$ cat src/assert_macros.svh
// assertion macros shared by the rtl
// expects clk and arst_n in the scope of each use
`ifndef ASSERT_MACROS_SVH
`define ASSERT_MACROS_SVH

`ifndef NO_ASSERTIONS

// expression must hold at every clock edge out of reset
`define ASSERT_ALWAYS(lbl, expr) \
	lbl: assert property (@(posedge clk) disable iff (!arst_n) (expr)) \
		else $error("assertion failed");

// consequent must hold in the same cycle as the antecedent
`define ASSERT_IMPL(lbl, ante, cons) \
	lbl: assert property (@(posedge clk) disable iff (!arst_n) (ante) |-> (cons)) \
		else $error("assertion failed");

`else

`define ASSERT_ALWAYS(lbl, expr)
`define ASSERT_IMPL(lbl, ante, cons)

`endif

`endif

$ cat src/ifmt_pkg.sv
// types, codes and helpers of the integer to ascii formatter
// no dependencies
package ifmt_pkg;

	localparam logic [2:0] FUNC_BIN  = 3'd0;
	localparam logic [2:0] FUNC_SDEC = 3'd1;
	localparam logic [2:0] FUNC_OCT  = 3'd2;
	localparam logic [2:0] FUNC_UDEC = 3'd3;
	localparam logic [2:0] FUNC_HEXL = 3'd4;
	localparam logic [2:0] FUNC_HEXU = 3'd5;

	localparam logic [7:0] CHAR_ZERO  = 8'h30;
	localparam logic [7:0] CHAR_MINUS = 8'h2d;
	localparam logic [7:0] CHAR_UA    = 8'h41;
	localparam logic [7:0] CHAR_LA    = 8'h61;
	localparam logic [7:0] CHAR_SPACE = 8'h20;
	localparam logic [3:0] DEC_TEN    = 4'd10;

	// digit stack depth and bcd register width (20 decimal digits)
	localparam int DIG_DEPTH = 64;
	localparam logic [6:0] DIG_MAX = 7'd64;
	localparam int BCD_W = 80;

	typedef struct packed {
		logic [2:0]  func;
		logic [63:0] value;
		logic        long_value;
		logic [6:0]  width;
		logic        left_adjust;
		logic        zero_pad;
	} fmt_req_t;

	typedef struct packed {
		logic [7:0] out_char;
		logic       last;
	} fmt_rsp_t;

	typedef enum logic [3:0] {
		ST_IDLE = 4'b0001,
		ST_DD   = 4'b0010,
		ST_DIG  = 4'b0100,
		ST_EMIT = 4'b1000
	} state_t;

	function automatic logic [7:0] digit_char(input logic [3:0] d, input logic upper);
		logic [7:0] c;
		if (d < DEC_TEN)
			c = CHAR_ZERO + {4'd0, d};
		else if (upper)
			c = CHAR_UA + {4'd0, d - DEC_TEN};
		else
			c = CHAR_LA + {4'd0, d - DEC_TEN};
		return c;
	endfunction

	function automatic logic [3:0] digit_mask(input logic [2:0] func);
		logic [3:0] m;
		case (func)
			FUNC_BIN: m = 4'b0001;
			FUNC_OCT: m = 4'b0111;
			default:  m = 4'b1111;
		endcase
		return m;
	endfunction

endpackage

$ cat src/ifmt_stream_if.sv
// valid/ready channel carrying one payload struct per transaction
// payload types come from ifmt_pkg
interface ifmt_stream_if #(parameter type payload_t = logic);
	logic     valid;
	logic     ready;
	payload_t data;

	modport source (output valid, output data, input ready);
	modport sink (input valid, input data, output ready);
endinterface

$ cat src/integer_to_ascii_formatter_top.sv
// integer to ascii formatter, printf style, one character per output transaction
// depends on ifmt_pkg, ifmt_stream_if and assert_macros.svh
//
// req carries one integer with its format controls; rsp returns the formatted
// field one character per transaction, last set on the final character.
// an accepted request with an unused specifier (6 or 7) produces no output.
// conversion first, then emission:
//   binary, octal, hex: one digit per cycle peeled off the low end of the
//   value into a digit stack
//   decimal: bit-serial double dabble into a bcd register,
//   then the bcd digits are moved into the digit stack
// emission: one character per cycle from the output register, up to 64 in a
// field, when the receiver never stalls. a stalled receiver
// holds the output register and freezes emission.
// the next request is taken once the last character is in the output register,
// even while it still waits. arst_n clears the control state; no clearing
// pass is needed.
module integer_to_ascii_formatter_top #(
	parameter int MAX_WIDTH = 64
) (
	input  logic clk,
	input  logic arst_n,
	ifmt_stream_if.sink   req,
	ifmt_stream_if.source rsp
);
	import ifmt_pkg::*;

	localparam logic [6:0] MaxW = 7'(MAX_WIDTH);

	state_t st_q;
	logic [BCD_W-1:0] val_q;
	logic [63:0] bin_q;
	logic [5:0] bit_cnt_q;
	logic [2:0] func_q;
	logic [6:0] wsat_q;
	logic la_q, zp_q, sign_q;
	logic [6:0] nd_q, pad_q, rem_q;
	logic [3:0] stk_q [DIG_DEPTH];
	logic ov_q;
	fmt_rsp_t rsp_q;

	// request decode
	logic accept;
	logic [63:0] v_ext, v_abs;
	logic neg_in;

	assign req.ready = (st_q == ST_IDLE);
	assign accept = req.valid && req.ready;
	assign v_ext = req.data.long_value ? req.data.value
		: {{32{req.data.value[31]}}, req.data.value[31:0]};
	assign neg_in = (req.data.func == FUNC_SDEC) && v_ext[63];
	assign v_abs = neg_in ? (64'd0 - v_ext) : v_ext;

	// double dabble: add 3 to every bcd digit of 5 or more, then shift
	logic [BCD_W-1:0] bcd_adj;
	always_comb begin
		for (int i = 0; i < BCD_W / 4; i++) begin
			if (val_q[4*i +: 4] >= 4'd5)
				bcd_adj[4*i +: 4] = val_q[4*i +: 4] + 4'd3;
			else
				bcd_adj[4*i +: 4] = val_q[4*i +: 4];
		end
	end

	// digit extraction step
	logic [3:0] dig;
	logic [BCD_W-1:0] val_nx;
	logic [6:0] nd_nx, actual, total;
	logic dig_done;

	assign dig = val_q[3:0] & digit_mask(func_q);
	always_comb begin
		case (func_q)
			FUNC_BIN: val_nx = val_q >> 1;
			FUNC_OCT: val_nx = val_q >> 3;
			default:  val_nx = val_q >> 4;
		endcase
	end
	assign nd_nx = nd_q + 7'd1;
	assign dig_done = (val_nx == '0) || (nd_nx == DIG_MAX);
	assign actual = nd_nx + {6'd0, sign_q};
	assign total = (wsat_q > actual) ? wsat_q : actual;

	// emission step
	logic load;
	logic pad_lead, use_sign, pad_zero, use_dig;
	logic [7:0] next_char;

	assign load = (st_q == ST_EMIT) && (!ov_q || rsp.ready);
	assign pad_lead = !la_q && !zp_q && (pad_q != 7'd0);
	assign use_sign = !pad_lead && sign_q;
	assign pad_zero = !pad_lead && !sign_q && zp_q && (pad_q != 7'd0);
	assign use_dig = !pad_lead && !sign_q && !pad_zero && (nd_q != 7'd0);

	always_comb begin
		if (pad_lead)
			next_char = CHAR_SPACE;
		else if (use_sign)
			next_char = CHAR_MINUS;
		else if (pad_zero)
			next_char = CHAR_ZERO;
		else if (use_dig)
			next_char = digit_char(stk_q[0], func_q == FUNC_HEXU);
		else
			next_char = CHAR_SPACE;
	end

	always_ff @(posedge clk or negedge arst_n) begin
		if (!arst_n) begin
			st_q <= ST_IDLE;
			ov_q <= 1'b0;
			nd_q <= '0;
			pad_q <= '0;
			rem_q <= '0;
			sign_q <= 1'b0;
			bit_cnt_q <= '0;
		end else begin
			if (rsp.ready && !load)
				ov_q <= 1'b0;
			case (st_q)
				ST_IDLE: begin
					if (accept && req.data.func <= FUNC_HEXU) begin
						sign_q <= neg_in;
						nd_q <= '0;
						bit_cnt_q <= '1;
						if (req.data.func == FUNC_SDEC || req.data.func == FUNC_UDEC)
							st_q <= ST_DD;
						else
							st_q <= ST_DIG;
					end
				end
				ST_DD: begin
					if (bit_cnt_q == 6'd0)
						st_q <= ST_DIG;
					bit_cnt_q <= bit_cnt_q - 6'd1;
				end
				ST_DIG: begin
					nd_q <= nd_nx;
					if (dig_done) begin
						pad_q <= total - actual;
						rem_q <= total;
						st_q <= ST_EMIT;
					end
				end
				ST_EMIT: begin
					if (load) begin
						ov_q <= 1'b1;
						rem_q <= rem_q - 7'd1;
						if (use_sign)
							sign_q <= 1'b0;
						else if (use_dig)
							nd_q <= nd_q - 7'd1;
						else
							pad_q <= pad_q - 7'd1;
						if (rem_q == 7'd1)
							st_q <= ST_IDLE;
					end
				end
				default: st_q <= ST_IDLE;
			endcase
		end
	end

	// datapath registers
	always_ff @(posedge clk) begin
		if (accept) begin
			func_q <= req.data.func;
			wsat_q <= (req.data.width > MaxW) ? MaxW : req.data.width;
			la_q <= req.data.left_adjust;
			zp_q <= req.data.zero_pad && !req.data.left_adjust;
			bin_q <= v_abs;
			if (req.data.func == FUNC_SDEC || req.data.func == FUNC_UDEC)
				val_q <= '0;
			else
				val_q <= {{(BCD_W - 64){1'b0}}, v_abs};
		end else if (st_q == ST_DD) begin
			val_q <= {bcd_adj[BCD_W-2:0], bin_q[63]};
			bin_q <= {bin_q[62:0], 1'b0};
		end else if (st_q == ST_DIG) begin
			val_q <= val_nx;
		end

		// digit stack: push during extraction, pop during emission
		if (st_q == ST_DIG) begin
			for (int i = DIG_DEPTH - 1; i > 0; i--)
				stk_q[i] <= stk_q[i-1];
			stk_q[0] <= dig;
		end else if (load && use_dig) begin
			for (int i = 0; i < DIG_DEPTH - 1; i++)
				stk_q[i] <= stk_q[i+1];
		end

		if (load) begin
			rsp_q.out_char <= next_char;
			rsp_q.last <= (rem_q == 7'd1);
		end
	end

	assign rsp.valid = ov_q;
	assign rsp.data = rsp_q;

	`include "assert_macros.svh"

	// digits left never exceed characters left
	`ASSERT_IMPL(a_nd_le_rem, st_q == ST_EMIT, nd_q <= rem_q)
	// a pending minus always has digits behind it
	`ASSERT_IMPL(a_sign_has_digits, st_q == ST_EMIT && sign_q, nd_q != 7'd0)
	// emission never runs on an empty field
	`ASSERT_IMPL(a_emit_nonempty, st_q == ST_EMIT, rem_q != 7'd0)

endmodule

$ cat src/flat_wrapper.sv
// flat-port wrapper written by rule: the top's interface ports become plain ports
module integer_to_ascii_formatter_top_flat import ifmt_pkg::*;
#(
	parameter int MAX_WIDTH = 64
)
  (clk, arst_n, req_valid, req_data, req_ready, rsp_valid, rsp_data, rsp_ready);
  ifmt_stream_if #(.payload_t(fmt_req_t)) req_i ();
  ifmt_stream_if #(.payload_t(fmt_rsp_t)) rsp_i ();
  input  logic clk;
  input  logic arst_n;
  input wire logic [$bits(req_i.valid)-1:0] req_valid;
  input wire logic [$bits(req_i.data)-1:0] req_data;
  output wire logic [$bits(req_i.ready)-1:0] req_ready;
  output wire logic [$bits(rsp_i.valid)-1:0] rsp_valid;
  output wire logic [$bits(rsp_i.data)-1:0] rsp_data;
  input wire logic [$bits(rsp_i.ready)-1:0] rsp_ready;
  assign req_i.valid = req_valid;
  assign req_i.data = req_data;
  assign req_ready = req_i.ready;
  assign rsp_valid = rsp_i.valid;
  assign rsp_data = rsp_i.data;
  assign rsp_i.ready = rsp_ready;
  integer_to_ascii_formatter_top #(.MAX_WIDTH(MAX_WIDTH)) u_core (.clk(clk), .arst_n(arst_n), .req(req_i), .rsp(rsp_i));
endmodule
$ cat config.mk
export PLATFORM = sky130hd
export DESIGN_NAME = integer_to_ascii_formatter_top_flat
export DESIGN_NICKNAME = d
export VERILOG_FILES = /design/src/ifmt_pkg.sv /design/src/ifmt_stream_if.sv /design/src/integer_to_ascii_formatter_top.sv /design/src/flat_wrapper.sv
export VERILOG_INCLUDE_DIRS = /design/src /design/src/src
export SDC_FILE = /design/constraint.sdc
export NUM_CORES = 1
export LEC_CHECK = 0
export ABC_AREA = 1
export BUFFER_PORTS_ARGS = -buffer_cell sky130_fd_sc_hd__buf_4
export CORE_UTILIZATION = 40
export CTS_CLUSTER_SIZE = 14
export DETAILED_ROUTE_END_ITERATION = 8
export REMOVE_ABC_BUFFERS = 1
export SKIP_CTS_REPAIR_TIMING = 1
export SLEW_MARGIN = 10
export SYNTH_ARGS = -nofsm -noshare
export SYNTH_HDL_FRONTEND = slang
export SYNTH_SLANG_ARGS = --single-unit
$ cat constraint.sdc
create_clock -name clk -period 10.2 [get_ports clk]
set_input_delay 3.06 -clock clk [delete_from_list [all_inputs] [get_ports clk]]
set_output_delay 3.06 -clock clk [all_outputs]
set_load 0.03 [all_outputs]
### Yosys cells after proc, flatten, opt, wreduce, memory -nomap -nowiden

Memory sizes are Yosys's and may differ from the RTL's.
Cells that the tools add are included.

* add/subtract/negate cells: 32
* $lt $le $gt $ge: 24
* equal/unequal tests: 19
* muxes and demuxes: 133
* bitwise operators: 65
* reduce and logical (&&, ||, !) cells: 45

Operators by type and width (count)
* 4-bit two-way mux: 88
* 64-bit two-way mux: 5
* 80-bit two-way mux: 3
* 79-bit one-hot mux with 2 select lines: 1
* 4-bit by 3-bit greater-or-equal comparator with 1-bit output, second input constant: 20
* 80-bit logical NOT: 1
* 7-bit two-way mux: 11
* 4-bit by 2-bit adder with 4-bit output, second input constant: 19
* 1-bit by 64-bit subtractor with 64-bit output, first input constant: 1
* 1-bit OR: 63
* 7-bit one-hot mux with 2 select lines: 2
* 7-bit one-hot mux with 3 select lines: 1
* 7-bit by 1-bit subtractor with 7-bit output, second input constant: 3
* 7-bit by 4-bit adder with 8-bit output, first input constant: 2
* 8-bit two-way mux: 2
* 4-bit one-hot mux with 4 select lines: 1
* 1-bit logical AND: 15
* 5-bit AND reduction: 3
* 7-bit nonzero test: 2
* 6-bit one-hot mux with 2 select lines: 1
* 1-bit two-way mux: 11
* 5-bit two-way mux: 2
* 2-bit by 1-bit inequality test with 1-bit output, second input constant: 5
* 1-bit logical NOT: 8
* other kinds (37): 48

* register bits: 198
* bits in writable memories: 256
* input port bits: 81
* output and inout bits: 11
* word-level logic and storage cells: 336
* memories kept: 1

Memory list
* u_core.stk_q: depth 64, width 4, read ports 64, clocked after memory_dff 0, write ports 64, line integer_to_ascii_formatter_top.sv:38 `logic [3:0] stk_q [DIG_DEPTH];`

### Logic depth before layout (Yosys ltp)

Gate-level depths: netlist of run 1.

* word-level depth: 15
* gate-level depth with buffers: 32
* mapped depth without buffers: 30

### Worst setup path after synthesis of run 1

No wires, ideal clock.

* path kind: input -> register
* start point: input rsp_ready
* end point: memory u_core.stk_q[0][0], enable pin
* setup time: 1932 ps
* arrival: 7792 ps
* required time: 8268 ps
* path slack: 477 ps
* cell stages on the path: 5
* path buffers: 1
* cell sequence: nor2_1 -> nor2_2 -> inv_2 -> clkbuf_1 -> nand2_1

RTL lines
* start, declared: line flat_wrapper.sv:16 `input wire logic [$bits(rsp_i.ready)-1:0] rsp_ready;`
* end, declared: line integer_to_ascii_formatter_top.sv:38

==> flow_summary.toml, run 1 <==
[sta]
worstMarginPinSlew_ps = 1160
maxSlewViolCount = 0
timing.hold.ws_ps = 406
layout_setup_ws_ps = 4010
final_min_period_over_clock_period = 0.607
rsz0062_at_grt = "false"
shortest_clock_period_the_worst_path_allows_after_layout_ps = 6190
max_freq_ghz = 0.162
final_hold_viol_count = 0
finClkSkew_ps = 50.6
total_of_endpoints_with_negative_setup_slack_in_the_final_report = 0
relSlewSlack = 0.228
fin_tns_setup_ps = 0

[placed_design]
port_buffers = 90
pre_cts_ws_ps = 3350
routabilityCongestion = 0.915
dp_cells = 3884
place_hpwl_um = 44600
placement.cell_area_mm2 = 0.0275

[logic_synthesis]
ys_ff_latch = 453
synth_area_leader_cell = "sky130_fd_sc_hd__edfxtp_1"
syn_inst = 3058
post_synth.cell_area_avg_um2 = 8.59
dominantRegCellSynth = "sky130_fd_sc_hd__edfxtp_1"
yosys-top-cells-area = "sky130_fd_sc_hd__edfxtp_1, sky130_fd_sc_hd__nand2_1, sky130_fd_sc_hd__inv_1"
ys_types = 64
post_synthesis_instance_area_mm2 = 0.0263
synth_seq_area_share = 0.512
postSynth.asyncResetShare = 0.0728
number_of_synthesized_flops_with_an_enable_pin = 420
synth_top_cell_area_share = 0.480
yosysWarningCount = 0

[global_routing]
first_global_vias = 20600
overflow = 0
grt_pass1_wl_um = 109000
groute.usage.overall = 0.200
grt_start_max_net_pins = 92
antenna_found_initial = 0

[detailed_routing]
wirelength_um = 67400
drt_iter0_drc = 2008
detailedRoute.firstPassIterationCount = 6
routed-via-count = 21600
drc_errors = 0
wl_per_cell_um = 16.9
routed_via_density = 5.43
post_route_antenna_net_violation_count = 0

[cells_and_area]
design.final.nets = 3231
final_cell_area_mm2 = 0.0292
post-route-util = 0.451
stdcell_count = 3978
area_growth_pct = 11.1
count_of_inserted_antenna_diode_cells = 0
fill_cells = 6339
drive_gt1_frac = 0.0804

[worst_setup_path]
worstPathMaxFanout = 73
regToRegSetupSlack_ps = 5100
setup.worst_path.end_class = "register"
timing.critical_path.from_type = "input port"
path_class = "in -> reg"
reg2reg_to = "u_core.stk_q[0][214]$_DFFE_PP_"
r2r.worst_path.cells = 15
timing.rr.start = "u_core.pad_q[2]$_DFFE_PN0P_"
worstSetupStartpoint = "rsp_ready"
worst_ep_arrival_time_ps = 6440
timing.critical_path.required_ps = 10450

[floorplanning]
std_cell_rows = 93
floorplan.io_pins = 92
core_area_mm2 = 0.0647
die_h_um = 258
overall_die_width_um = 258
start_util = 0.406
design.die.area_mm2 = 0.0667

[clocking]
cts.sink_count = 453
tritoncts_clock_tree = "built"
clock_root_buffer = "sky130_fd_sc_hd__clkbuf_16"
cts-htree-levels = 2
cts-buffers-inserted = 51
cts.path.max_buffers = 3
clock_pin_slew_on_the_worst_setup_and_hold_paths_ps = 60
clock_latency_ps = 620

[flow_run]
drv_cap = 0

[outcome]
run_status = "complete, no violations"

[worst_hold_path]
hold-path-endpoint = "u_core.stk_q[0][255]$_DFFE_PP_"
hold_class = "reg -> reg"
hp-start = "u_core.stk_q[0][251]$_DFFE_PP_"
worstHoldPathCells = 0

[power]
power.total_mw = 8.07
power_per_cell_area_mw_per_mm2 = 277
power_leakage_nw = 11.9
ir_worst_vdd_v = 0.000147
-- layer usage --
layer	GRT usage	wire, um	vias to the layer above
li1	-	-	10600
met1	0.281	31200	10300
met2	0.322	30900	646
met3	0.0272	3720	94
met4	0.0570	1530	0
met5	0	0	-
-- sequential cells by signal, summed over array words and instances (netlist names) --
signal            flops
u_core.st_q           4
u_core.nd_q           7
u_core.rsp.data       8
u_core.wsat_q         7
u_core.zp_q           1
u_core.bit_cnt_q      6
u_core.stk_q        256
u_core.sign_q         1
u_core.rsp.valid      1
u_core.rem_q          7
u_core.val_q         80
u_core.func_q         3
u_core.pad_q          7
u_core.bin_q         64
u_core.la_q           1
-- report_power, final --
part	total [mW]	leakage, nW	internal [mW]	switching (mW)
Clock	1.81	0.794	1.02	0.789
Sequential	3.28	4.30	2.95	0.330
Combinational	2.98	6.80	0.932	2.05
Total	8.07	11.9	4.90	3.17
-- kinds of logic after synthesis --
group                      count (synthesis)  synth area share
AOI/OAI and AO/OA                        720             0.165
xor gates and xnor gates                  32            0.0107
adders and majority gates                 68            0.0327
buffers and inverters                    551            0.0859
DFF                                      453             0.512
other                                      1          0.000143
and+or+nand+nor                         1233             0.194
-- critical path, cell delays in order --
cell,delay [ps]
sky130_fd_sc_hd__buf_4,80
sky130_fd_sc_hd__nor2_1,100
sky130_fd_sc_hd__nor2_4,110
sky130_fd_sc_hd__buf_4,470
sky130_fd_sc_hd__inv_6,300
sky130_fd_sc_hd__nand2_4,620
sky130_fd_sc_hd__buf_4,700
sky130_fd_sc_hd__buf_4,840
-- layout by cell type (no fill, tap or decap), types with 4 or more instances in the layout --
master and instances:
sky130_fd_sc_hd__o21ai_1 20, sky130_fd_sc_hd__nand3b_1 6, sky130_fd_sc_hd__o21ai_0 238, sky130_fd_sc_hd__nor3b_1 4
sky130_fd_sc_hd__dfrtp_1 32, sky130_fd_sc_hd__a21oi_1 144, sky130_fd_sc_hd__a32o_1 7, sky130_fd_sc_hd__nand4_1 19
sky130_fd_sc_hd__nor2_4 4, sky130_fd_sc_hd__nand2_2 6, sky130_fd_sc_hd__o311ai_0 4, sky130_fd_sc_hd__nor3_2 4
sky130_fd_sc_hd__o22ai_1 150, sky130_fd_sc_hd__buf_4 111, sky130_fd_sc_hd__nor4_1 10, sky130_fd_sc_hd__o31ai_1 9
sky130_fd_sc_hd__clkinv_1 15, sky130_fd_sc_hd__nand2_4 7, sky130_fd_sc_hd__clkbuf_1 10, sky130_fd_sc_hd__nand3_1 123
sky130_fd_sc_hd__xor2_1 21, sky130_fd_sc_hd__ha_1 67, sky130_fd_sc_hd__o221ai_1 50, sky130_fd_sc_hd__a21oi_2 8
sky130_fd_sc_hd__o211ai_1 55, sky130_fd_sc_hd__clkinv_2 10, sky130_fd_sc_hd__edfxtp_1 420, sky130_fd_sc_hd__nor3_1 26
sky130_fd_sc_hd__nand2_1 774, sky130_fd_sc_hd__or2_2 8, sky130_fd_sc_hd__inv_1 395, sky130_fd_sc_hd__o21bai_1 14
sky130_fd_sc_hd__xnor2_1 11, sky130_fd_sc_hd__clkbuf_16 51, sky130_fd_sc_hd__inv_2 10, sky130_fd_sc_hd__nor2_2 6
sky130_fd_sc_hd__nor2_1 228
-- final cells by class --
cell class	instances	area [um2]	share of cell area
sequential	453	13400	0.461
multi-input combinational	2054	10600	0.364
inverter	411	1560	0.0533
clock buffer	63	1340	0.0460
tap	855	1070	0.0367
timing repair buffer	111	833	0.0286
clock inverter	31	299	0.0103
-- worst max path at each step --
stage                                           endpoint  slack [ps]  cells past startpoint
after floorplan             u_core.stk_q[0][0]$_DFFE_PP_       -4290                      4
after global placement    u_core.stk_q[0][238]$_DFFE_PP_        3450                      8
after detailed placement  u_core.stk_q[0][246]$_DFFE_PP_        3350                      8
after CTS                  u_core.stk_q[0][69]$_DFFE_PP_        4020                      8
after global routing      u_core.stk_q[0][226]$_DFFE_PP_        3740                      8
final                     u_core.stk_q[0][214]$_DFFE_PP_        4010                      8
-- Yosys cell counts, types with 5 or more instances --
| cell type | number |
|---|---|
| sky130_fd_sc_hd__a21oi_1 | 144 |
| sky130_fd_sc_hd__a21oi_2 | 8 |
| sky130_fd_sc_hd__a32o_1 | 7 |
| sky130_fd_sc_hd__buf_1 | 5 |
| sky130_fd_sc_hd__buf_2 | 47 |
| sky130_fd_sc_hd__buf_4 | 6 |
| sky130_fd_sc_hd__buf_6 | 12 |
| sky130_fd_sc_hd__clkbuf_1 | 69 |
| sky130_fd_sc_hd__dfrtp_1 | 32 |
| sky130_fd_sc_hd__edfxtp_1 | 420 |
| sky130_fd_sc_hd__ha_1 | 67 |
| sky130_fd_sc_hd__inv_1 | 396 |
| sky130_fd_sc_hd__inv_2 | 11 |
| sky130_fd_sc_hd__nand2_1 | 778 |
| sky130_fd_sc_hd__nand2_2 | 6 |
| sky130_fd_sc_hd__nand3_1 | 123 |
| sky130_fd_sc_hd__nand3b_1 | 6 |
| sky130_fd_sc_hd__nand4_1 | 19 |
| sky130_fd_sc_hd__nor2_1 | 228 |
| sky130_fd_sc_hd__nor2_2 | 7 |
| sky130_fd_sc_hd__nor3_1 | 28 |
| sky130_fd_sc_hd__nor4_1 | 10 |
| sky130_fd_sc_hd__o211ai_1 | 55 |
| sky130_fd_sc_hd__o21ai_0 | 238 |
| sky130_fd_sc_hd__o21ai_1 | 20 |
| sky130_fd_sc_hd__o21bai_1 | 14 |
| sky130_fd_sc_hd__o221ai_1 | 50 |
| sky130_fd_sc_hd__o22ai_1 | 150 |
| sky130_fd_sc_hd__o31ai_1 | 9 |
| sky130_fd_sc_hd__or2_2 | 8 |
| sky130_fd_sc_hd__xnor2_1 | 11 |
| sky130_fd_sc_hd__xor2_1 | 21 |
No activity file was read; power rests on OpenSTA's default activity.
==> inputs of run 2 (changes only) <==
--- a/config.mk
+++ b/config.mk
@@ -6,7 +6,7 @@
 export SDC_FILE = /design/constraint.sdc
 export NUM_CORES = 1
 export LEC_CHECK = 0
-export ABC_AREA = 1
+export ABC_AREA = 0
 export BUFFER_PORTS_ARGS = -buffer_cell sky130_fd_sc_hd__buf_4
 export CORE_UTILIZATION = 40
 export CTS_CLUSTER_SIZE = 14
==> constraint.sdc (replaced) <==
create_clock -name clk -period 5.7 [get_ports clk]
set_input_delay 1.71 -clock clk [delete_from_list [all_inputs] [get_ports clk]]
set_output_delay 1.71 -clock clk [all_outputs]
set_load 0.03 [all_outputs]
==> flow_summary.toml, run 2 <==
[outcome]
run_status = "complete, no violations"

[placed_design]
placement.cell_area_mm2 = 0.0276
place_hpwl_um = 41300
pre_cts_ws_ps = 11.9
routabilityCongestion = 0.853
port_buffers = 90
dp_cells = 3090

[logic_synthesis]
synth_top_cell_area_share = 0.484
syn_inst = 2239
postSynth.asyncResetShare = 0.0728
synth_area_leader_cell = "sky130_fd_sc_hd__edfxtp_1"
post-synth-top-count-cell = "sky130_fd_sc_hd__edfxtp_1"
ys_types = 95
ys_ff_latch = 453
post_synth.cell_area_avg_um2 = 11.6
yosys-top-cells-area = "sky130_fd_sc_hd__edfxtp_1, sky130_fd_sc_hd__mux2_2, sky130_fd_sc_hd__a22o_1"
post_synthesis_instance_area_mm2 = 0.0261
synth_seq_area_share = 0.515
dominantRegCellSynth = "sky130_fd_sc_hd__edfxtp_1"
number_of_synthesized_flops_with_an_enable_pin = 420
synth_common_cells = "sky130_fd_sc_hd__edfxtp_1, sky130_fd_sc_hd__mux2_2, sky130_fd_sc_hd__nand2_1"
yosysWarningCount = 0

[worst_setup_path]
delay_contributed_by_the_slowest_stage_of_the_critical_path_ps = 410
worstPathMaxFanout = 6
worstPathBufferInverterCount = 2
worstPathCellList = "inv_2 > ha_2 > ha_2 > a21o_1 > a22o_1 > a22oi_1 > xnor2_1 > inv_1 > ha_1 > a21oi_1 > o21ai_2 > o211ai_1 > a21oi_4 > mux2i_2 > ha_1 > fa_1 > nor2b_1 > o21ai_0 > a21boi_1 > o41ai_1 > maj3_1 > o21ai_1 > o21ba_2 > o31a_1"
path_class = "reg -> reg"
timing.critical_path.required_ps = 6180
timing.critical_path.from_type = "register"
timing.critical_path.slowest_stage_cell = "sky130_fd_sc_hd__fa_1"
path_delay_family = "compound AO/OA/AOI/OAI gates"
setup.worst_path.end_class = "register"
worst_ep_arrival_time_ps = 5820

[sta]
finClkSkew_ps = 42.8
total_of_endpoints_with_negative_setup_slack_in_the_final_report = 0
layout_setup_ws_ps = 359
final_hold_viol_count = 0
worstMarginPinSlew_ps = 1080
max_freq_ghz = 0.187
final_min_period_over_clock_period = 0.937
maxSlewViolCount = 0
relSlewSlack = 0.280
shortest_clock_period_the_worst_path_allows_after_layout_ps = 5340

[cells_and_area]
fill_cells = 5987
max_flop_register = "u_core.stk_q"
largest_reg_flops = 256
final_cell_area_mm2 = 0.0292
area_of_the_multi_input_gates_mm2 = 0.0118
stdcell_count = 3188
drive_gt1_frac = 0.198
mostFrequentLayoutCell = "sky130_fd_sc_hd__edfxtp_1"
top_regs = "u_core.stk_q (256), u_core.val_q (80), u_core.bin_q (64)"
area_growth_pct = 12.1
layout.cells.most_common_list = "sky130_fd_sc_hd__edfxtp_1, sky130_fd_sc_hd__mux2_2, sky130_fd_sc_hd__nand2_1"
layout.area.seq_mm2 = 0.0134
design.final.nets = 2442

[global_routing]
groute.usage.overall = 0.182
overflow = 0
antenna_found_initial = 1
grt_pass1_wl_um = 98300
grt_start_max_net_pins = 210
first_global_vias = 18000

[clocking]
cts-buffers-inserted = 51
tritoncts_clock_tree = "built"
clock_latency_ps = 630
cts.path.max_buffers = 3
cts.sink_count = 453
clock_root_buffer = "sky130_fd_sc_hd__clkbuf_16"
cts-htree-levels = 2
clock_pin_slew_on_the_worst_setup_and_hold_paths_ps = 60

[detailed_routing]
drt_iter0_drc = 1246
post_route_antenna_net_violation_count = 0
drc_errors = 0
detailedRoute.firstPassIterationCount = 5
routed_via_density = 5.72
routed-via-count = 18200
wirelength_um = 61400
wl_per_cell_um = 19.3

[floorplanning]
std_cell_rows = 93
design.die.area_mm2 = 0.0662
start_util = 0.404
overall_die_width_um = 257
die_h_um = 257
floorplan.io_pins = 92
core_area_mm2 = 0.0645

[worst_hold_path]
hold_class = "reg -> reg"

[power]
power_leakage_nw = 10.3
ir_worst_vdd_v = 0.000237
power_per_cell_area_mw_per_mm2 = 506

[flow_run]
drv_cap = 0
run 2: cell types whose count changed in the layout (fill, tap and decap cells not counted), moves of 51 or more:
| cell | change |
|---|---|
| sky130_fd_sc_hd__nor2_1 | -143 |
| sky130_fd_sc_hd__o211ai_1 | -51 |
| sky130_fd_sc_hd__o21ai_0 | -91 |
| sky130_fd_sc_hd__nand2_1 | -601 |
| sky130_fd_sc_hd__nand3_1 | -108 |
| sky130_fd_sc_hd__inv_1 | -321 |
| sky130_fd_sc_hd__o22ai_1 | -120 |
| sky130_fd_sc_hd__mux2i_1 | +89 |
| sky130_fd_sc_hd__a22o_1 | +134 |
| sky130_fd_sc_hd__xnor2_1 | +55 |
| sky130_fd_sc_hd__mux2_2 | +194 |
run 2: logic make-up after synthesis:
group / Yosys count / synth area share
adder cells (fa/ha/maj): 70 / 0.0337
other: 1 / 0.000144
multiplexers: 289 / 0.121
AO/OA/AOI/OAI: 631 / 0.162
flip-flops: 453 / 0.515
AND/OR/NAND/NOR: 474 / 0.0951
buffers and inverters: 216 / 0.0363
XOR/XNOR: 105 / 0.0364
run 2: cell type report:
cell class / instances / share of cell area
flip-flops and latches: 453 / 0.460
multi-input cells: 1570 / 0.403
clock buffers: 62 / 0.0451
repair buffers: 139 / 0.0378
well taps: 855 / 0.0366
inverters: 78 / 0.0102
clock inverters: 30 / 0.00740
diodes: 1 / 0.0000856
run 2: worst register-to-register path, stage by stage, from the launching register on:
cell	delay, ps
sky130_fd_sc_hd__dfrtp_1	380
sky130_fd_sc_hd__inv_2	110
sky130_fd_sc_hd__ha_2	320
sky130_fd_sc_hd__ha_2	230
sky130_fd_sc_hd__a21o_1	160
sky130_fd_sc_hd__a22o_1	170
sky130_fd_sc_hd__a22oi_1	170
sky130_fd_sc_hd__xnor2_1	170
sky130_fd_sc_hd__inv_1	120
sky130_fd_sc_hd__ha_1	300
sky130_fd_sc_hd__a21oi_1	170
sky130_fd_sc_hd__o21ai_2	90
sky130_fd_sc_hd__o211ai_1	370
sky130_fd_sc_hd__a21oi_4	140
sky130_fd_sc_hd__mux2i_2	190
sky130_fd_sc_hd__ha_1	220
sky130_fd_sc_hd__fa_1	410
sky130_fd_sc_hd__nor2b_1	130
sky130_fd_sc_hd__o21ai_0	120
sky130_fd_sc_hd__a21boi_1	250
sky130_fd_sc_hd__o41ai_1	110
sky130_fd_sc_hd__maj3_1	360
sky130_fd_sc_hd__o21ai_1	120
sky130_fd_sc_hd__o21ba_2	190
sky130_fd_sc_hd__o31a_1	230
run 2: metal layers:
metal  share of wire  global-route usage  vias up  wire [um]
met5               0                   0        -          0
met4           0.026              0.0574        0       1620
met3           0.043              0.0260       90       2650
met2            0.47               0.297      451      29100
met1            0.46               0.248     9020      28100
li1                -                   -     8680          -
run 2: per-stage QoR:
stage / TNS (ps) / utilization / total power, mW / hold WS (ps)
after floorplan: -6097660 / - / 10.2 / 427
after global placement: 0 / 0.428 / 11.5 / 437
after detailed placement: 0 / 0.428 / 11.7 / 444
after CTS: 0 / 0.452 / 14.9 / 460
after global routing: -33.8 / 0.453 / 15.8 / 465
final: 0 / 0.453 / 14.8 / 459
run 2: path summary, 6_finish.rpt:
check	from	end	slack, ps	depth (start not counted)
max	u_core.nd_q[0]$_DFFE_PN0P_	u_core.pad_q[6]$_DFFE_PN0P_	360	24
min	u_core.stk_q[0][251]$_DFFE_PP_	u_core.stk_q[0][255]$_DFFE_PP_	460	0
max reg2reg	u_core.nd_q[0]$_DFFE_PN0P_	u_core.pad_q[6]$_DFFE_PN0P_	360	24
min reg2reg	u_core.stk_q[0][251]$_DFFE_PP_	u_core.stk_q[0][255]$_DFFE_PP_	460	0
max in group asynchronous	arst_n	u_core.st_q[0]$_DFFE_PN1P_	4240	1
min in group asynchronous	arst_n	u_core.pad_q[6]$_DFFE_PN0P_	1090	1
run 2: where the power goes:
part	switching, mW	internal [mW]	total (mW)
clock	1.40	1.66	3.06
sequential	0.917	5.22	6.14
combinational	3.21	2.38	5.60
total	5.53	9.26	14.8
